[src/swsd_pkg.sv]
// ---------------------------------------------------------------------------
// Scan wall segment detector package
// Types, constants and tables shared by the detector modules.
// ---------------------------------------------------------------------------
package swsd_pkg;

    localparam int SCAN_POINTS = 1024;
    localparam int IDX_W       = $clog2(SCAN_POINTS);
    localparam int CNT_W       = IDX_W + 1;
    localparam int MIN_SEGMENT = 3;

    // Item queue between front and back
    localparam int IQ_DEPTH = 4;
    localparam int IQ_PTR_W = $clog2(IQ_DEPTH);

    // Configuration port
    localparam int CFG_IDX_W  = 3;
    localparam int CFG_DATA_W = 17;

    typedef enum logic [CFG_IDX_W-1:0] {
        CFG_ENABLE      = 3'd0,
        CFG_ANGLE_START = 3'd1,
        CFG_ANGLE_STEP  = 3'd2,
        CFG_RANGE_LOWER = 3'd3,
        CFG_RANGE_UPPER = 3'd4,
        CFG_CONFIDENCE  = 3'd5,
        CFG_GAP_LIMIT   = 3'd6
    } t_cfg_idx;

    typedef struct packed {
        logic        enable;
        logic [15:0] angle_start;
        logic [15:0] angle_step;
        logic [15:0] range_lower;
        logic [15:0] range_upper;
        logic [16:0] confidence;
        logic [15:0] gap_limit;
    } t_cfg;

    // One sample after classification
    typedef struct packed {
        logic             kept;
        logic             last;
        logic [IDX_W-1:0] idx;
        logic [15:0]      range;
        logic [15:0]      angle;
    } t_item;

    typedef struct packed {
        logic [9:0]  first_index;
        logic [9:0]  end_index;
        logic [10:0] point_count;
        logic        wall_found;
        logic        scan_done;
    } t_result;

    // CORDIC: Q16 inverse gain, arc table in 1/2^24 turn
    localparam logic [15:0] CORDIC_GAIN = 16'd39796;
    localparam int          CORDIC_STEPS = 16;
    localparam logic [21:0] ARC_TABLE [CORDIC_STEPS] = '{
        22'd2097152, 22'd1238021, 22'd654136, 22'd332050,
        22'd166669,  22'd83416,   22'd41718,  22'd20860,
        22'd10430,   22'd5215,    22'd2608,   22'd1304,
        22'd652,     22'd326,     22'd163,    22'd81
    };
    localparam int COORD_LIMIT = 65535;

    // Flatness limit: d * 10^6 < n * 2^20
    localparam logic [31:0] FLAT_SCALE = 32'd1000000;
    localparam int          FLAT_SHIFT = 20;
    localparam logic [16:0] CONF_ONE   = 17'd65536;

    // Digit-serial wide multiplier
    localparam int WM_A_W   = 128;
    localparam int WM_B_W   = 64;
    localparam int WM_DIG   = 4;
    localparam int WM_STEPS = WM_B_W / WM_DIG;
    localparam int WM_CNT_W = $clog2(WM_STEPS);

endpackage

[src/swsd_iq.sv]
// ---------------------------------------------------------------------------
// Item queue
// Short queue of classified samples between the front and the back.
// ---------------------------------------------------------------------------
module swsd_iq (
    input  logic            i_clk,
    input  logic            i_rst_n,
    input  logic            i_wr,
    input  swsd_pkg::t_item i_item,
    output logic            o_full,
    input  logic            i_rd,
    output swsd_pkg::t_item o_item,
    output logic            o_empty
);
    import swsd_pkg::*;

    t_item               r_mem [IQ_DEPTH];
    logic [IQ_PTR_W-1:0] r_wp;
    logic [IQ_PTR_W-1:0] r_rp;
    logic [IQ_PTR_W:0]   r_cnt;

    logic do_wr;
    logic do_rd;

    assign o_full  = (r_cnt == (IQ_PTR_W+1)'(IQ_DEPTH));
    assign o_empty = (r_cnt == '0);
    assign do_wr   = i_wr && !o_full;
    assign do_rd   = i_rd && !o_empty;
    assign o_item  = r_mem[r_rp];

    // Advance pointers and occupancy
    always_ff @(posedge i_clk) begin
        if (!i_rst_n) begin
            r_wp  <= '0;
            r_rp  <= '0;
            r_cnt <= '0;
        end else begin
            if (do_wr) begin
                r_wp <= r_wp + 1'b1;
            end
            if (do_rd) begin
                r_rp <= r_rp + 1'b1;
            end
            case ({do_wr, do_rd})
                2'b10:   r_cnt <= r_cnt + 1'b1;
                2'b01:   r_cnt <= r_cnt - 1'b1;
                default: r_cnt <= r_cnt;
            endcase
        end
    end

    // Store entries
    always_ff @(posedge i_clk) begin
        if (do_wr) begin
            r_mem[r_wp] <= i_item;
        end
    end

endmodule

[config.mk]
export PLATFORM = sky130hd
export DESIGN_NAME = swsd_iq
export DESIGN_NICKNAME = d
export VERILOG_FILES = /design/src/swsd_pkg.sv /design/src/swsd_iq.sv
export SDC_FILE = /design/constraint.sdc
export NUM_CORES = 1
export LEC_CHECK = 0
export ABC_AREA = 1
export ABC_CLOCK_PERIOD_IN_PS = 3450
export CAP_MARGIN = 20
export CORE_MARGIN = 5
export CORE_UTILIZATION = 32
export CTS_CLUSTER_DIAMETER = 100
export DETAILED_ROUTE_END_ITERATION = 10
export DONT_BUFFER_PORTS = 1
export GPL_TIMING_DRIVEN = 0
export PLACE_DENSITY_LB_ADDON = 0.2
export SYNTH_ARGS = -nofsm -noshare
export SYNTH_HDL_FRONTEND = slang
export SYNTH_SLANG_ARGS = --single-unit
[constraint.sdc]
create_clock -name i_clk -period 3.45 [get_ports i_clk]
set_clock_uncertainty 0.2 [all_clocks]
set_input_delay 0 -clock i_clk [delete_from_list [all_inputs] [get_ports i_clk]]
set_output_delay 0 -clock i_clk [all_outputs]
set_load 0.02 [all_outputs]
== Word level (Yosys, flattened, before mapping) ==
Memory sizes are Yosys's and may differ from the RTL's. A register that Yosys moved wholly into a read port is not among the register bits.
Cells that the tools add are included.

* Flip-flop bits (word level): 7
* Latch bits: 0
* Bits in writable memories: 176
* Memory bits (read-only): 0
* Input port bits: 48
* Output and inout port bits: 46
* Word-level logic and storage cells: 22
* Memories: 1

* Add/subtract/negate cells: 4
* Multipliers: 0
* Div/mod/pow operators: 0
* Magnitude comparators: 0
* Eq/ne operators: 3
* Shift operators: 0
* Muxes and demuxes: 5
* Bitwise logic cells: 0
* Reduce and logical (&&, ||, !) cells: 6

{| class="wikitable"
|+ Memory list
! name !! words !! width !! read ports !! clocked after Yosys merged registers in !! wr ports !! RTL line !! source
|-
| r_mem || 4 || 44 || 1 || 1 || 1 || swsd_iq.sv:17 || <nowiki>t_item r_mem [IQ_DEPTH];</nowiki>
|}

{| class="wikitable"
|+ Operator list
! operator !! count
|-
| one-hot mux 3 bit (2 select lines) || 1
|-
| adder 2 x 1 -> 2 bit (second input constant) || 2
|-
| two-way mux 2 bit || 2
|-
| adder 3 x 1 -> 3 bit (second input constant) || 1
|-
| equality test 3 bit (second input constant) || 1
|-
| zero test 3 bit || 1
|-
| subtractor 3 x 1 -> 3 bit (second input constant) || 1
|-
| equality test 2 x 1 -> 1 bit (second input constant) || 1
|-
| equality test 2 bit (second input constant) || 1
|-
| logical AND 1 bit || 2
|-
| zero test 1 bit || 2
|-
| two-way mux 1 bit || 2
|-
| nonzero test 2 bit || 1
|}

== Longest topological paths before layout ==
* Word-level depth: 5
* Mapped depth: 13
* Gate-level depth less buffers: 13

== Worst setup path before layout ==
Ideal clock, no wire load.

* Path kind: register to register
* Start point: reg r_cnt[1]
* End point: mem r_mem[0][0] in the netlist's numbering (enable)
* Setup time: 0.445 ns
* Data arrival time: 2.453 ns
* Required time: 2.805 ns
* Path slack: 0.351 ns
* Stages on the path, launching flop included: 5
* Path buffers: 0
* Clock period less this slack: 3.099 ns
* Path through: dfxtp_1 nor2_1 nand2_1 nand2_2 nor2_1

* Cells in the longest elaborated chain, start to end: 5

{| class="wikitable"
|+ Ends and longest elaborated chain
! element !! RTL line !! source
|-
| from (decl) || swsd_iq.sv:20 || <nowiki>logic [IQ_PTR_W:0] r_cnt;</nowiki>
|-
| from (signal assigned) || swsd_iq.sv:45 || <nowiki>2'b10: r_cnt <= r_cnt + 1'b1;</nowiki>
|-
| from (signal assigned) || swsd_iq.sv:46 || <nowiki>2'b01: r_cnt <= r_cnt - 1'b1;</nowiki>
|-
| from (signal assigned) || swsd_iq.sv:47 || <nowiki>default: r_cnt <= r_cnt;</nowiki>
|-
| equality test 3 bit || swsd_iq.sv:25 || <nowiki>assign o_full = (r_cnt == (IQ_PTR_W+1)'(IQ_DEPTH));</nowiki>
|-
| zero test 1 bit || swsd_iq.sv:27 || <nowiki>assign do_wr = i_wr && !o_full;</nowiki>
|-
| logical AND 1 bit || swsd_iq.sv:27 ||
|-
| two-way mux 1 bit || swsd_iq.sv:54 || <nowiki>if (do_wr) begin</nowiki>
|-
| two-way mux 1 bit (implied by the code) || swsd_iq.sv:55 || <nowiki>r_mem[r_wp] <= i_item;</nowiki>
|-
| to (decl) || swsd_iq.sv:17 ||
|}

Every way passes these cells.

== Final worst setup path ==
* Start point: reg r_cnt[1]
* End point: reg r_cnt[2]

* Cells in the longest elaborated chain, start to end: 5
* Elaborated cells between the ends (all ways): 12
* Those cells by class: 2 x add/sub; 3 x eq/ne; 1 x mux; 6 x reduce/logical

{| class="wikitable"
|+ Ends and longest elaborated chain
! element !! RTL line !! source
|-
| equality test 3 bit or zero test 3 bit (tied branches) || swsd_iq.sv:25, swsd_iq.sv:26 ||
|-
| zero test 1 bit (on tied branches) || swsd_iq.sv:27, swsd_iq.sv:28 ||
|-
| logical AND 1 bit (on tied branches) || swsd_iq.sv:27, swsd_iq.sv:28 ||
|-
| equality test 2 x 1 -> 1 bit or equality test 2 bit (tied branches) || swsd_iq.sv:44 || <nowiki>case ({do_wr, do_rd})</nowiki>
|-
| one-hot mux 3 bit (2 select lines) or nonzero test 2 bit (tied branches) || - ||
|}

Several ways; a longest one is shown, not always the timed one.
A chain may end at the register's enable or synchronous reset.

==> results.md <==
- The flow ran to the end, and the final reports show no timing, DRC or antenna violations.
- The maximum buffer depth of the clock tree is 2.
- The area growth from synthesis to layout is 22.1%.
- The number of vias per cell is 4.87.
- The library cell used most frequently in the layout, excluding fill and tap cells, is sky130_fd_sc_hd__edfxtp_1.
- 94 I/O pins were placed.
- In this run the static leakage power is 2.90 nW.
- The startpoint of the most critical register-to-register path is r_cnt[1].
- The fraction of layout cells with a size suffix above 1 is ~15%.
- The die extent in y is between 150 and 200 um.
- The number of antenna violations at the first check in global routing is 0.
- OpenSTA, run right after detailed placement, puts the worst setup slack at 1.16 ns.
- Averaged over all synthesized cells, the footprint is 14.3 sq um.
- Entering global routing, the biggest net connects 27 pins.
- The proportion of power drawn by combinational gates is approximately a quarter.
- The number of rows in the core area is 54.
- The clock network fraction of design power is 31.4%.
- Max-cap violations in this run came to 0.
- The initial cell density of the core is 32.5%.
- The depth of the most critical reg-to-reg path is 14.
- The via count of the first global-routing pass came to 4551.
- Wires add up to 17100 um.
- The type of the worst setup path is reg -> reg.
- The final number of hold-violating endpoints was 0.
- The endpoint identified for the worst register-to-register timing path is r_cnt[2].
- The routed design could run at a clock period as short as around 3.2 ns.
- The cell area that synthesis handed to floorplanning was 7090 sq um.
- The post-CTS clock slew at the launch and capture registers of the worst setup and hold paths is 0.07 ns.
- In the global route stage, overall resource usage came out at a little over an eighth.
- The routability-driven placement congestion ratio is roughly 0.72.
- The H-tree generated during clock tree synthesis spans 4 levels.
- The flop and latch count out of synthesis is 185.
- The top cell types in the final layout, fill and taps aside, are sky130_fd_sc_hd__edfxtp_1, sky130_fd_sc_hd__nor2_1, sky130_fd_sc_hd__o21ai_0.
- The root buffer cell is sky130_fd_sc_hd__clkbuf_16.
- The number of nets handed over by synthesis was 549.
- The remaining max-slew budget at the tightest pin is 47.8%.
- Measured on the finished design, the core utilization comes to 39.7%.
- During placement, the flow inserted port buffers numbering 0.
- The highest fanout seen on the critical path is 7.
- For this run, the detailed router's first-pass iteration total came to 5.
- For this design the ratio of total power to cell area is 731 nW/um^2.
- The count of unique library cells instantiated by Yosys is 22.
- For flop-to-flop paths, the worst setup slack is between 0.2 and 0.25 ns.
- Counting instances, the worst hold path has a depth of 1.
- The beginning of the worst hold path is i_item[41].
- Setup slack closes at 0.249 ns.
- Sequential cells were found to cover 77.0% of the synthesized design area.
- For the pin with the worst max-slew slack, the measured transition is 0.781 ns.
- The final global-route overflow total is 0.
- The TritonCTS buffer count is 17.
- The DRC violation count after routing is 0.
- The part of the cycle the worst path needs is 92.8%.
- The total via count in the routed design is 4191.
- TritonCTS built the clock tree.
- In this run the worst hold path is classified as in -> reg.
- The repair_antennas step left the layout with diodes totalling 0.
- The worst setup path is captured at a register.
- IR analysis of the VDD net gives a maximum drop of 338 uV.
- The die covers 25200 sq um.
- Net switching is 33.1% of the power.
- After the first detailed-routing iteration, the DRC count stood at 164.
- Cell internal power was estimated by the tool at 4.24 mW.
- The arrival time of data at the critical path endpoint is between 3 and 4 ns.
- The highest attainable clock frequency is ~310 MHz.
- The design draws 6.33 mW.
- The cell count after synthesis is 495.
- Setup repair after global routing left no endpoint under its margin.
- The average wire length per cell after detail routing is between 15 and 20 um.
- The TritonCTS sink count is roughly 190.
- The first global-routing pass estimated 26000 um of wire.
- The number of warning messages in the yosys log is 0.
- The horizontal die dimension is 159 um.
- The core area is approximately 22000 sq um.
- Setup violations remaining at the end of the flow were counted as 0.
- Summed over all nets, the switching power comes to roughly 2.1 mW.
- The sink of the worst hold path is r_mem[0][41].
- The filler cells instantiated in the layout total just over 2000.
- The count of nets left with antenna violations once routing finished came out at 0.
- The kind of start point of the critical path is a register.
- The half-perimeter wire length after placement is 10800 um.
- The max-slew violation total from the final report was 0.
- For the worst setup path, the data required time is 3.57 ns.
- The clock latency on the worst-skew pair is 0.43 ns.
- The sequential share of power is 43.0%.
- The post-CTS repair timing setup buffer count is 0.
- The number of nets in the final layout is 622.
-- worst max-delay path, stage by stage, from the launching register on --
cell and delay (ns):
sky130_fd_sc_hd__dfxtp_1 0.33, sky130_fd_sc_hd__nor2_1 0.14, sky130_fd_sc_hd__nand2_1 0.16, sky130_fd_sc_hd__nand2_4 0.19
sky130_fd_sc_hd__ha_1 0.19, sky130_fd_sc_hd__inv_1 0.07, sky130_fd_sc_hd__fa_1 0.38, sky130_fd_sc_hd__inv_1 0.07
sky130_fd_sc_hd__nand2_1 0.05, sky130_fd_sc_hd__nand3_1 0.08, sky130_fd_sc_hd__nand2_1 0.05, sky130_fd_sc_hd__nand2_1 0.05
sky130_fd_sc_hd__dlygate4sd3_1 0.54, sky130_fd_sc_hd__nor2_1 0.04, sky130_fd_sc_hd__dlygate4sd3_1 0.55
-- Yosys cell counts, drive strengths merged --
cell	instances	area share [%]
o21ai	90	6.3
nand2	15	0.83
inv	20	1.1
dfxtp	9	2.5
edfxtp	176	74
o22ai	44	4.8
clkbuf	3	0.21
a21oi	5	0.35
nor2	98	5.5
nand3	5	0.35
ha	5	0.88
fa	1	0.28
buf	24	2.3
-- how the worst max path moves through the flow --
| stage | from | endpoint | slack, ns | cells past startpoint |
|---|---|---|---|---|
| finish | r_cnt[1] | r_cnt[2] | 0.25 | 14 |
| global route | r_cnt[1] | r_cnt[2] | 0.06 | 14 |
| CTS | r_cnt[1] | r_cnt[2] | 0.18 | 14 |
| detailed placement | r_cnt[1] | r_mem[0][17] | 1.16 | 5 |
| global placement | r_cnt[1] | r_mem[0][17] | -1.59 | 4 |
| floorplan | r_cnt[1] | r_mem[0][0] | 0.35 | 4 |
-- cell type report --
class / instances / area (sq um) / area share [%]
plain buffers: 27 / 176 / 2.04
clock buffers: 19 / 433 / 5.00
clock inverters: 12 / 166 / 1.92
inverters: 20 / 80.1 / 0.925
multi-input cells: 263 / 1410 / 16.3
flip-flops and latches: 185 / 5470 / 63.1
well taps: 280 / 350 / 4.05
repair buffers: 54 / 581 / 6.70
-- through the flow --
stage | instance area (sq um) | hold WS (ns) | std cells | TNS [ns]
floorplan | 7090 | -0.101 | 495 | 0
global placement | 7440 | -0.101 | 775 | -262.56
detailed placement | 7550 | -0.101 | 779 | 0
CTS | 8650 | 0.0627 | 860 | 0
global route | 8660 | 0.0640 | 860 | 0
finish | 8660 | 0.0739 | 860 | 0
-- power groups by stage --
stage	clock network [mW]	registers (mW)	logic, mW
after floorplan	0	2.77	1.12
after global placement	0	2.79	1.51
after detailed placement	0	2.78	1.57
after CTS	2.03	2.73	1.66
after global routing	2.13	2.74	1.77
final	1.99	2.72	1.62
-- flip-flops by register name (all words and copies together), names as in the netlist, named ones only --
signal  cells
r_cnt       3
r_rp        2
r_mem     176
r_wp        2
-- logic make-up after synthesis --
group                      synth area share [%]
AOI/OAI and AO/OA                          11.5
adders and majority gates                  1.16
buffers and inverters                      3.62
DFF                                        77.0
and+or+nand+nor                            6.72
-- what timing repair did --
action | in CTS | in global routing
hold buffers | 50 | 0
endpoints found under the hold margin | 210 | 0
resized for setup | 0 | 1
endpoints found under the setup margin | 0 | 1
-- routing by layer --
layer | vias to the layer above | GRT usage (%) | share of wire, %
met3 | 26 | 3.81 | 4.3
met2 | 89 | 23.2 | 50
met5 | - | 0 | 0
li1 | 1975 | - | -
met4 | 0 | 5.20 | 2.1
met1 | 2101 | 16.4 | 44
Power figures use the tool's default switching activity.
