===== src/swsd_pkg.sv =====
// ---------------------------------------------------------------------------
// Scan wall segment detector package
// Types, constants and tables shared by the detector modules.
// ---------------------------------------------------------------------------
package swsd_pkg;

    localparam int SCAN_POINTS = 1024;
    localparam int IDX_W       = $clog2(SCAN_POINTS);
    localparam int CNT_W       = IDX_W + 1;
    localparam int MIN_SEGMENT = 3;

    // Item queue between front and back
    localparam int IQ_DEPTH = 4;
    localparam int IQ_PTR_W = $clog2(IQ_DEPTH);

    // Configuration port
    localparam int CFG_IDX_W  = 3;
    localparam int CFG_DATA_W = 17;

    typedef enum logic [CFG_IDX_W-1:0] {
        CFG_ENABLE      = 3'd0,
        CFG_ANGLE_START = 3'd1,
        CFG_ANGLE_STEP  = 3'd2,
        CFG_RANGE_LOWER = 3'd3,
        CFG_RANGE_UPPER = 3'd4,
        CFG_CONFIDENCE  = 3'd5,
        CFG_GAP_LIMIT   = 3'd6
    } t_cfg_idx;

    typedef struct packed {
        logic        enable;
        logic [15:0] angle_start;
        logic [15:0] angle_step;
        logic [15:0] range_lower;
        logic [15:0] range_upper;
        logic [16:0] confidence;
        logic [15:0] gap_limit;
    } t_cfg;

    // One sample after classification
    typedef struct packed {
        logic             kept;
        logic             last;
        logic [IDX_W-1:0] idx;
        logic [15:0]      range;
        logic [15:0]      angle;
    } t_item;

    typedef struct packed {
        logic [9:0]  first_index;
        logic [9:0]  end_index;
        logic [10:0] point_count;
        logic        wall_found;
        logic        scan_done;
    } t_result;

    // CORDIC: Q16 inverse gain, arc table in 1/2^24 turn
    localparam logic [15:0] CORDIC_GAIN = 16'd39796;
    localparam int          CORDIC_STEPS = 16;
    localparam logic [21:0] ARC_TABLE [CORDIC_STEPS] = '{
        22'd2097152, 22'd1238021, 22'd654136, 22'd332050,
        22'd166669,  22'd83416,   22'd41718,  22'd20860,
        22'd10430,   22'd5215,    22'd2608,   22'd1304,
        22'd652,     22'd326,     22'd163,    22'd81
    };
    localparam int COORD_LIMIT = 65535;

    // Flatness limit: d * 10^6 < n * 2^20
    localparam logic [31:0] FLAT_SCALE = 32'd1000000;
    localparam int          FLAT_SHIFT = 20;
    localparam logic [16:0] CONF_ONE   = 17'd65536;

    // Digit-serial wide multiplier
    localparam int WM_A_W   = 128;
    localparam int WM_B_W   = 64;
    localparam int WM_DIG   = 4;
    localparam int WM_STEPS = WM_B_W / WM_DIG;
    localparam int WM_CNT_W = $clog2(WM_STEPS);

endpackage


===== src/swsd_front.sv =====
// ---------------------------------------------------------------------------
// Sample front end
// Counts sample indices, windows the range and computes the sample angle.
// ---------------------------------------------------------------------------
module swsd_front (
    input  logic            i_clk,
    input  logic            i_rst_n,
    input  swsd_pkg::t_cfg  i_cfg,
    input  logic            i_take,
    input  logic [15:0]     i_range,
    input  logic            i_not_finite,
    input  logic            i_scan_end,
    output logic            o_wr,
    output swsd_pkg::t_item o_item
);
    import swsd_pkg::*;

    logic [IDX_W-1:0] r_idx;
    logic             last;
    logic [15:0]      ang_ofs;

    // Classify the incoming sample
    assign last    = i_scan_end || (r_idx == IDX_W'(SCAN_POINTS - 1));
    assign ang_ofs = 16'(r_idx * i_cfg.angle_step);

    assign o_wr         = i_take && i_cfg.enable;
    assign o_item.kept  = !i_not_finite && (i_range > i_cfg.range_lower)
                          && (i_range < i_cfg.range_upper);
    assign o_item.last  = last;
    assign o_item.idx   = r_idx;
    assign o_item.range = i_range;
    assign o_item.angle = i_cfg.angle_start + ang_ofs;

    // Advance the index, restart on the scan's last sample
    always_ff @(posedge i_clk) begin
        if (!i_rst_n) begin
            r_idx <= '0;
        end else if (o_wr) begin
            r_idx <= last ? '0 : r_idx + 1'b1;
        end
    end

endmodule


===== config.mk =====
export PLATFORM = sky130hd
export DESIGN_NAME = swsd_front
export DESIGN_NICKNAME = d
export VERILOG_FILES = /design/src/swsd_pkg.sv /design/src/swsd_front.sv
export SDC_FILE = /design/constraint.sdc
export NUM_CORES = 1
export LEC_CHECK = 0
export BUFFER_PORTS_ARGS = -buffer_cell sky130_fd_sc_hd__buf_2
export CORE_MARGIN = 2
export CORE_UTILIZATION = 36
export CTS_BUF_LIST = sky130_fd_sc_hd__clkbuf_4 sky130_fd_sc_hd__clkbuf_8 sky130_fd_sc_hd__clkbuf_16
export CTS_CLUSTER_DIAMETER = 150
export CTS_CLUSTER_SIZE = 8
export DETAILED_ROUTE_END_ITERATION = 7
export RECOVER_POWER = 25
export SLEW_MARGIN = 10
export SYNTH_ARGS = -nofsm -noshare
export SYNTH_HDL_FRONTEND = slang
export SYNTH_SLANG_ARGS = --single-unit

===== constraint.sdc =====
create_clock -name i_clk -period 11.9 [get_ports i_clk]
set_input_delay 1.785 -clock i_clk [delete_from_list [all_inputs] [get_ports i_clk]]
set_output_delay 1.785 -clock i_clk [all_outputs]
set_load 0.005 [all_outputs]

== Word-level counts from Yosys, hierarchy flattened ==
Index checks and enable logic that the tools add are counted.
Word-level totals
  output and inout bits: 45
  logic and storage cells: 13
  bits of input ports: 119
  bits in registers: 10
Operators by class
  $lt $le $gt $ge: 2
  equality and inequality tests: 1
  mux-type cells: 1
  reductions and logical operators: 5
  add/sub/neg operators: 2
  $mul: 1
Operators with widths (number)
  adder 16 bit: 1
  > comparator 16 bit: 1
  less-than comparator 16 bit: 1
  multiplier 10 x 16 -> 16 bit: 1
  adder 10 x 1 -> 10 bit, second input constant: 1
  == test 10 bit, second input constant: 1
  2-to-1 mux 10 bit: 1
  logical AND 1 bit: 3
  logical NOT 1 bit: 1
  logical OR 1 bit: 1

== Depth between registers and ports, before layout ==
Gate-level depths: netlist of run 1.
  depth in word-level cells: 3
  depth in mapped cells: 21
  mapped depth without buffers: 19

== Least setup slack after synthesis of run 1 ==
Ideal clock, no wire load.
  kind: input port to output port
  start point: in i_cfg[70] (netlist bit)
  end point: out o_item[15] (netlist bit)
  cell stages on the path: 20
  required time: 10.115 ns
  path slack: 4.022 ns
  arrival time: 6.093 ns
  path through: clkbuf_1 nand2_1 fa_1 inv_1 fa_1 inv_1 fa_1 inv_1 fa_1 inv_1 fa_1 inv_1 ha_1 o21a_1 o21a_1 nand3_1 o21ai_0 nor2_1 o21ai_0 xnor2_1
RTL lines
  from (decl): RTL line swsd_front.sv:8  | input swsd_pkg::t_cfg i_cfg,
  to (decl): RTL line swsd_front.sv:14  | output swsd_pkg::t_item o_item

==> results of run 1 <==
## through the flow
| step | utilization (%) | std cells | hold slack [ps] | power [µW] | setup WS (ps) |
|---|---|---|---|---|---|
| final | 41.81 | 891 | 678.7 | 217.6 | 3526 |
| after floorplan | - | 615 | 572.2 | 112.0 | 4022 |
| after CTS | 41.84 | 891 | 684.3 | 221.2 | 3414 |
| after global placement | 41.20 | 887 | 661.9 | 153.4 | 3450 |
| after detailed placement | 41.20 | 887 | 678.5 | 154.0 | 3424 |
| after global routing | 41.81 | 891 | 733.0 | 241.0 | 3064 |
## final cells by class
cell class	count	area (µm²)	area share, %
multi-input combinational	416	4021	69.84
timing repair buffer	132	663.1	11.52
clock buffer	4	88.84	1.543
tap	180	225.2	3.911
inverter	149	559.3	9.713
sequential	10	200.2	3.477
## report_power, final
group | switching (µW) | leakage, µW | internal, µW | total [µW]
clock network | 15.8 | 0.0000442 | 50.5 | 66.4
registers | 1.86 | 0.0000807 | 34.0 | 35.9
logic | 60.5 | 0.00290 | 54.9 | 115
## final timing paths
check                 start    endpoint  slack (ps)  cells after the start
hold / removal     r_idx[9]    r_idx[9]         680                      2
hold reg to reg    r_idx[9]    r_idx[9]         680                      2
setup / recovery  i_cfg[72]  o_item[15]        3530                     20
setup reg to reg   r_idx[0]    r_idx[7]        9830                      6
## critical path: cells and delay by family
| kind | cells | cell delay [ps] |
|---|---|---|
| fa+ha+maj | 6 | 2810 |
| compound gates | 3 | 730 |
| buf+inv | 7 | 570 |
| simple gates | 3 | 520 |
| xor+xnor | 1 | 150 |
## logic make-up after synthesis
kind of cell | after synthesis
DFF | 10
and+or+nand+nor | 172
AOI/OAI and AO/OA | 54
buffers and inverters | 189
muxes | 1
xor gates and xnor gates | 39
adders and majority gates | 150
## metal layers
layer / wire (µm) / track usage (%) / up-vias
li1: - / - / 2016
met1: 4947 / 20.32 / 1874
met2: 5486 / 28.51 / 72
met3: 371 / 0.7435 / 2
met4: 13 / 1.078 / 0
met5: 0 / 0 / -
## synthesized netlist by cell type, types with 5 or more instances
library cell,instances
inv_1,149
fa_1,84
nand2_1,83
ha_1,66
and2_1,41
xnor2_1,27
buf_4,23
nor2_1,18
a21oi_1,16
clkbuf_1,13
o21ai_0,12
a21o_1,11
xor2_1,11
dfxtp_1,10
nand4_1,8
nand2b_1,5
==> run_results.csv, run 1 <==
group,metric,value,unit
route,drtAntennaViolNets,0,
logic_synthesis,sequential_element_share_of_the_synthesized_area,3.979,%
clock_network,cts.path.max_buffers,2,
final_layout,final_layout_net_count,981,
final_layout,layout.filler_cells,1491,
route,drt-initial-drc-count,123,
die,start_util,36.53,%
logic_synthesis,synth_enable_flop_cells,0,
pwr,cellLeakagePower,0.003028,µW
clock_network,htree_num_levels,1,
timing,final_max_slew_viol_count,0,
die,rows,43,
timing,min_period_over_period,70.37,%
route,first_pass_iters,6,
grt,groute.usage.overall,15.26,%
placement,gp_congestion,0.7754,
final_layout,top_regs,"r_idx x10",
final_layout,layout-drive-gt1-share,19.41,%
logic_synthesis,postSynthRegisterBits,10,
worst_setup_path,timing.critical_path.fanout_max,9,
grt,grt_first_pass_wirelength,18580,µm
clock_network,cts_setup_buffers,0,
route,routed_via_density,4.449,
timing,period_minus_slack,8374,ps
timing,final_hold_fails,0,
timing,clock-skew-final,0.6277,ps
route,final_routed_wirelength,10820,µm
job,maxCapViolations,0,
clock_network,cell_at_the_root_of_the_clock_tree,"clkbuf_16",
clock_network,clock_tree_from_tritoncts,"built",
grt,pin_count_of_the_biggest_net_entering_global_routing,21,
clock_network,cts_made_buffers,3,
route,drc_errors,0,
die,design.core.area,13770,µm²
logic_synthesis,synth-compound-area-share,6.690,%
final_layout,post-route-cell-area,5758,µm²
worst_setup_path,critical_path.cell_chain,"buf_2 -> nand2_1 -> fa_1 -> inv_1 -> fa_1 -> inv_1 -> fa_1 -> inv_1 -> fa_1 -> inv_1 -> fa_1 -> inv_1 -> ha_1 -> nor3_1 -> a21boi_0 -> o21ai_0 -> nor2_1 -> o21ai_0 -> xnor2_1 -> buf_2",
final_layout,antenna_cells_inserted,0,
logic_synthesis,synthArstFlopShare,0,%
clock_network,worst_setup_hold_path_clk_slew,40,ps
route,via_count,3964,
worst_setup_path,cpPeakStageDelay,540,ps
worst_setup_path,critical_path_class,"input port to output pin",
worst_setup_path,crit_slowest_cell,"fa_1",
placement,detailed_place_hpwl,9238,µm
logic_synthesis,netlist.top_cell.by_area,"fa_1",
grt,grt_pass1_vias,4027,
timing,final.setup.tns,0,ps
grt,antenna_found_initial,0,
logic_synthesis,combinational_family_with_the_most_area_after_synthesis,"adder cells",
logic_synthesis,synth_cell_types,35,
pwr,powerDensity,37.79,nW/µm²
grt,gr-total-overflow,0,
logic_synthesis,mappedNetlistArea,5031,µm²
die,design.portCount,164,
clock_network,clock-sinks,10,
final_layout,flip_flop_count_of_the_largest_register_all_copies_and_words_added,10,
final_layout,area.growth.synth_to_final,14.45,%
outcome,outcome,"finished clean",
route,routedWlPerCell,12.14,µm
timing,unrepaired_setup_endpoints_after_global_routing,"no",
final_layout,regMostFlops,"r_idx",
logic_synthesis,synth.area.top_cells,"fa_1, ha_1, inv_1, nand2_1, and2_1",
logic_synthesis,post_synth_and_or_nand_nor_area_fraction,16.31,%
timing,setup_viol,0,
worst_hold_path,hp-class,"flop to flop",
clock_network,ctsHoldBuffers,0,
logic_synthesis,postSynthNetCount,884,
worst_setup_path,start_kind,"input port",
worst_setup_path,end_kind,"output pin",
logic_synthesis,synth.mux.area_fraction,0.1990,%
worst_setup_path,cp_data_required_time,10120,ps
timing,max_slew_margin,46.77,%
die,design.die.area,14940,µm²
worst_setup_path,worst_ep_arrival_time,6590,ps
logic_synthesis,synthAdderAreaFrac,49.84,%
pwr,vdd_drop_max,0.00005004,V
placement,io_buffer_count,130,
clock_network,cts_resized,0,
logic_synthesis,syn_area_per_cell,8.181,µm²
die,fp.dieW,122.2,µm
logic_synthesis,ys_warn_count,0,
logic_synthesis,synth_xor_area_share,6.939,%
logic_synthesis,synth_top_flop_cell,"dfxtp_1",
final_layout,layout.cells.most_common,"inv_1",
clock_network,insertion_delay,240,ps
timing,tightestPinTransition,797.4,ps
placement,post_dp_cell_area,5674,µm²
logic_synthesis,postSynthCellCount,615,
timing,maxClockFrequency,119.4,MHz
logic_synthesis,synth_top_area_share,33.42,%
die,die_height,122.2,µm
final_layout,layout_common_cells,"inv_1, buf_2, nand2_1, fa_1, ha_1",
Note: power is estimated with default switching activity, not from simulation.
==> run 2: changes to the inputs <==
==> constraint.sdc (replaced) <==
create_clock -name i_clk -period 7.2 [get_ports i_clk]
set_input_delay 1.08 -clock i_clk [delete_from_list [all_inputs] [get_ports i_clk]]
set_output_delay 1.08 -clock i_clk [all_outputs]
set_load 0.005 [all_outputs]
==> run 2 against run 1 <==
Compared with the run above:
- critical path type unchanged
- combinational power grew 70%
- cell area grew 0.43%
- sequential share of layout area about the same
- non-clock buffer count is 5 higher
- largest power group unchanged
==> run_results.csv, run 2 (synthesis results as in run 1) <==
group,metric,value,unit
outcome,outcome,"finished clean",
clock_network,ctsHoldBuffers,0,
worst_setup_path,rrSetupSlack,5070,ps
placement,post_dp_cell_area,5712,µm²
final_layout,top_regs,"r_idx x10",
final_layout,layout-drive-gt1-share,20.00,%
route,drc_errors,0,
job,maxCapViolations,0,
timing,min_period_over_period,94.15,%
pwr,power_share_of_the_combinational_group,56.0,%
timing,final_hold_fails,0,
final_layout,layout_common_cells,"inv_1, buf_2, nand2_1, fa_1, ha_1",
final_layout,final_layout_net_count,986,
final_layout,layout.filler_cells,1474,
route,drtAntennaViolNets,0,
clock_network,worst_setup_hold_path_clk_slew,40,ps
final_layout,flip_flop_count_of_the_largest_register_all_copies_and_words_added,10,
worst_setup_path,end_kind,"output pin",
timing,unrepaired_setup_endpoints_after_global_routing,"no",
pwr,powerDensity,60.11,nW/µm²
placement,dp_slack,203.8,ps
die,fp.dieW,122.2,µm
pwr,cellInternalPower,220.6,µW
die,design.die.area,14940,µm²
timing,maxClockFrequency,147.5,MHz
final_layout,layout.cells.most_common,"inv_1",
clock_network,clock_tree_from_tritoncts,"built",
worst_setup_path,critical_path.cell_chain,"buf_2 -> nand2_1 -> fa_1 -> inv_1 -> fa_1 -> inv_1 -> fa_1 -> inv_1 -> fa_1 -> inv_1 -> fa_1 -> inv_1 -> ha_1 -> o21a_1 -> o21a_1 -> nand3_1 -> o21a_1 -> o21ai_0 -> xor2_1 -> buf_2",
route,routedWlPerCell,12.19,µm
die,die_height,122.2,µm
clock_network,clock-sinks,10,
timing,tightestPinTransition,555.5,ps
worst_setup_path,timing.reg2reg.worst_path_depth,8,
route,final_routed_wirelength,10910,µm
worst_setup_path,start_kind,"input port",
timing,max_slew_margin,62.92,%
worst_setup_path,worst_ep_arrival_time,5700,ps
route,first_pass_iters,5,
worst_setup_path,timing.critical_path.fanout_max,10,
worst_setup_path,worstSetupEndpoint,"o_item[14]",
route,drt-initial-drc-count,113,
worst_setup_path,crit_slowest_cell,"fa_1",
grt,grt_first_pass_wirelength,19460,µm
clock_network,cts_made_buffers,3,
clock_network,cell_at_the_root_of_the_clock_tree,"clkbuf_16",
die,start_util,36.53,%
pwr,cellLeakagePower,0.003049,µW
pwr,clock_power_share,27.2,%
die,design.portCount,164,
pwr,vdd_drop_max,0.00009452,V
timing,final.setup.tns,0,ps
final_layout,multiInputGateArea,4025,µm²
route,routed_via_density,4.428,
die,rows,43,
clock_network,htree_num_levels,1,
grt,pin_count_of_the_biggest_net_entering_global_routing,16,
route,via_count,3963,
timing,clock-skew-final,0.9402,ps
worst_setup_path,crit_startpoint,"i_cfg[70]",
worst_setup_path,cp_data_required_time,6120,ps
grt,antenna_found_initial,0,
worst_setup_path,ff_to_ff_start,"r_idx[3]",
timing,period_minus_slack,6778,ps
timing,setup_viol,0,
placement,detailed_place_hpwl,9624,µm
final_layout,antenna_cells_inserted,0,
worst_setup_path,cpPeakStageDelay,530,ps
final_layout,area.growth.synth_to_final,14.95,%
pwr,power.sequential.fraction,16.8,%
placement,io_buffer_count,130,
grt,gr-total-overflow,0,
clock_network,insertion_delay,230,ps
grt,grt_pass1_vias,4135,
final_layout,post-route-cell-area,5783,µm²
final_layout,area.sequential,200.2,µm²
placement,gp_congestion,0.7916,
clock_network,cts.path.max_buffers,2,
pwr,net-switching-power,127.1,µW
die,design.core.area,13770,µm²
worst_hold_path,timing.hold.worst_path_depth,2,
grt,groute.usage.overall,15.89,%
worst_setup_path,rr_endpoint,"r_idx[2]",
timing,final_max_slew_viol_count,0,
pwr,switching_share,36.55,%
timing,layout_setup_ws,421.5,ps
worst_hold_path,hp-class,"flop to flop",
final_layout,regMostFlops,"r_idx",
worst_setup_path,critical_path_class,"input port to output pin",
run 2: cell type report:
cell class | count | share of cell area (%)
Clock buffer | 3 | 1.298
Inverter | 149 | 9.671
Multi-Input combinational cell | 416 | 69.60
Sequential cell | 10 | 3.462
Tap cell | 180 | 3.894
Timing Repair Buffer | 137 | 12.07
run 2: how the worst min path moves through the flow:
stage / startpoint / to / slack (ps)
2_1_floorplan: r_idx[5] / r_idx[5] / 570
3_3_place_gp: r_idx[9] / r_idx[9] / 670
3_5_place_dp: r_idx[9] / r_idx[9] / 670
4_1_cts: r_idx[9] / r_idx[9] / 670
5_1_grt: r_idx[9] / r_idx[9] / 730
6_report: r_idx[9] / r_idx[9] / 680
run 2: repair_timing:
action | CTS | global route
gates resized for setup | 0 | 3
setup endpoints to repair | 0 | 2
setup buffers | 0 | 0
run 2: layer usage:
layer  vias to the layer above  global-route usage (%)  part of all wire, %  wire length (µm)
met5                         -                       0                    0                 0
met3                         5                  0.9294                  3.3               355
li1                       2023                       -                    -                 -
met1                      1864                   21.83                   46              5053
met2                        71                   28.85                   50              5469
met4                         0                  0.9339                 0.28                31
run 2: stage by stage:
stage / total power [µW] / hold WS (ps) / instances / utilization, %
final: 347.6 / 676.2 / 895 / 41.99
after global routing: 386.0 / 728.2 / 895 / 41.99
after CTS: 353.0 / 673.9 / 895 / 42.01
after detailed placement: 257.2 / 669.0 / 892 / 41.47
after global placement: 254.9 / 667.6 / 892 / 41.47
after floorplan: 185.2 / 572.2 / 615 / -
run 2: worst max-delay path: cells and delay by family:
kind,cells,cell delay (ps)
AO/OA/AOI/OAI,4,740
XOR/XNOR,1,150
adder cells (fa/ha/maj),6,2890
buffers and inverters,7,580
AND/OR/NAND/NOR,2,230
run 2: power groups by stage:
stage          Combinational (µW)  Clock (µW)  Sequential, µW
4_1_cts                       199        95.3            58.5
5_1_grt                       228        98.8            58.7
6_report                      195        94.6            58.5
3_3_place_gp                  195           0            59.4
3_5_place_dp                  198           0            59.4
2_1_floorplan                 127           0            57.7
==> run 3: changes to the inputs <==
==> constraint.sdc (replaced) <==
create_clock -name i_clk -period 8.7 [get_ports i_clk]
set_input_delay 1.305 -clock i_clk [delete_from_list [all_inputs] [get_ports i_clk]]
set_output_delay 1.305 -clock i_clk [all_outputs]
set_load 0.005 [all_outputs]
==> run 3 against run 2 <==
Compared with the run above:
- cell area is 0.48% lower
- via count is 0.40% higher
- register-to-register slack better by 1600 ps
- clock-buffer cell count is 1 higher
- sequential cell count stayed put
- total power is 15% lower
- global-route usage is 0.36 points lower
- cell count is 0.45% lower
- clock power is 5.1% lower
- critical endpoint is now o_item[15]
- largest power group unchanged
==> run_results.csv, run 3 (synthesis results as in run 1) <==
group,metric,value,unit
worst_hold_path,hp-class,"flop to flop",
timing,setup_viol,0,
worst_setup_path,rr_endpoint,"r_idx[6]",
clock_network,clock_tree_from_tritoncts,"built",
timing,tightestPinTransition,938.5,ps
die,fp.dieW,122.2,µm
clock_network,cell_at_the_root_of_the_clock_tree,"clkbuf_16",
route,drt-initial-drc-count,96,
clock_network,htree_num_levels,1,
pwr,vdd_drop_max,0.0001093,V
clock_network,cts_made_buffers,3,
die,design.die.area,14940,µm²
pwr,powerDensity,51.64,nW/µm²
route,via_count,3979,
die,start_util,36.53,%
clock_network,cts_resized,0,
clock_network,clock-sinks,10,
timing,unrepaired_setup_endpoints_after_global_routing,"no",
route,routed_via_density,4.466,
final_layout,layout.cells.most_common,"inv_1",
timing,final_max_slew_viol_count,0,
final_layout,top_regs,"r_idx x10",
clock_network,cts.path.max_buffers,2,
timing,max_slew_margin,37.44,%
route,drtAntennaViolNets,0,
clock_network,insertion_delay,230,ps
worst_setup_path,timing.critical_path.fanout_max,9,
worst_hold_path,timing.hold.worst_path_depth,2,
grt,grt_first_pass_wirelength,18950,µm
die,design.core.area,13770,µm²
clock_network,cts_setup_buffers,0,
grt,pin_count_of_the_biggest_net_entering_global_routing,21,
final_layout,post-route-cell-area,5756,µm²
worst_hold_path,hold_start,"r_idx[9]",
route,routedWlPerCell,12.12,µm
grt,grt_pass1_vias,4102,
outcome,outcome,"finished clean",
placement,gp_congestion,0.7957,
die,design.portCount,164,
worst_setup_path,end_kind,"output pin",
worst_setup_path,rrSetupSlack,6680,ps
worst_setup_path,critical_path_class,"input port to output pin",
worst_setup_path,crit_startpoint,"i_cfg[72]",
timing,maxClockFrequency,134.6,MHz
final_layout,antenna_cells_inserted,0,
placement,detailed_place_hpwl,9271,µm
final_layout,finish.utilization,41.79,%
worst_hold_path,holdPathEnd,"r_idx[9]",
grt,antenna_found_initial,0,
worst_setup_path,worst_ep_arrival_time,6130,ps
route,first_pass_iters,4,
clock_network,worst_setup_hold_path_clk_slew,40,ps
final_layout,regMostFlops,"r_idx",
worst_setup_path,cp_data_required_time,7390,ps
timing,clock-skew-final,1.615,ps
timing,holdWs,675.3,ps
final_layout,flip_flop_count_of_the_largest_register_all_copies_and_words_added,10,
timing,min_period_over_period,85.41,%
timing,final.setup.tns,0,ps
grt,gr-total-overflow,0,
job,maxCapViolations,0,
final_layout,layout_common_cells,"inv_1, buf_2, nand2_1, fa_1, ha_1",
clock_network,ctsHoldBuffers,0,
worst_setup_path,ff_to_ff_start,"r_idx[2]",
final_layout,final_layout_net_count,981,
route,drc_errors,0,
worst_setup_path,start_kind,"input port",
worst_setup_path,timing.reg2reg.worst_path_depth,4,
final_layout,layout-drive-gt1-share,19.41,%
die,rows,43,
die,die_height,122.2,µm
timing,period_minus_slack,7431,ps
final_layout,area.growth.synth_to_final,14.40,%
grt,groute.usage.overall,15.53,%
pwr,cellLeakagePower,0.003028,µW
timing,final_hold_fails,0,
placement,post_dp_cell_area,5674,µm²
route,final_routed_wirelength,10800,µm
placement,io_buffer_count,130,
## run 3: cell types whose count changed in the layout (fill, tap and decap cells not counted)
cell	before	now
o21ai_2	1	0
buf_4	6	1
a21boi_1	1	0
a21boi_0	1	2
and2_1	41	40
and2_0	0	1
clkbuf_8	0	1
o21ai_0	11	12
## run 3: worst max-delay path, cell delays in order
cell and delay, ps:
buf_2 220, nand2_1 110, fa_1 550, inv_1 50
fa_1 490, inv_1 50, fa_1 520, inv_1 50
fa_1 520, inv_1 50, fa_1 520, inv_1 40
ha_1 320, o21a_1 130, o21a_1 150, nand3_1 110
o21ai_0 330, nor2_1 60, o21ai_0 240, xnor2_1 150
buf_2 140
## run 3: how the worst max path moves through the flow
stage | to | slack [ps]
after floorplan | o_item[15] | 1780
after global placement | o_item[15] | 1200
after detailed placement | o_item[15] | 1190
after CTS | o_item[15] | 1190
after global routing | o_item[15] | 900
final | o_item[15] | 1270
## run 3: layout make-up
class                           instances  area, µm²
Clock buffer                            4      88.84
Multi-Input combinational cell        416       4021
Timing Repair Buffer                  132      660.6
Fill cell                            1445       8018
Inverter                              149      559.3
Tap cell                              180      225.2
Sequential cell                        10      200.2
## run 3: where the power goes
| group | switching, µW | total, µW | leakage (µW) | internal [µW] |
|---|---|---|---|---|
| clock | 20.7 | 89.8 | 0.0000442 | 69.0 |
| combinational | 83.0 | 158 | 0.00290 | 75.1 |
| sequential | 2.80 | 49.3 | 0.0000807 | 46.5 |
| total | 106 | 297 | 0.00303 | 191 |
## run 3: stage by stage
step / power, µW / setup slack [ps] / std cells
finish: 297.2 / 1269 / 891
global route: 329.7 / 902.6 / 891
CTS: 301.2 / 1187 / 891
detailed placement: 211.5 / 1187 / 887
global placement: 209.9 / 1204 / 887
floorplan: 153.3 / 1782 / 615
## run 3: layer usage
metal  global-route usage, %  part of all wire, %  wire length (µm)
met5                       0                    0                 0
met4                   1.940                  1.3               141
met3                   1.208                  4.5               482
met2                   27.67                   49              5330
met1                   21.18                   45              4840
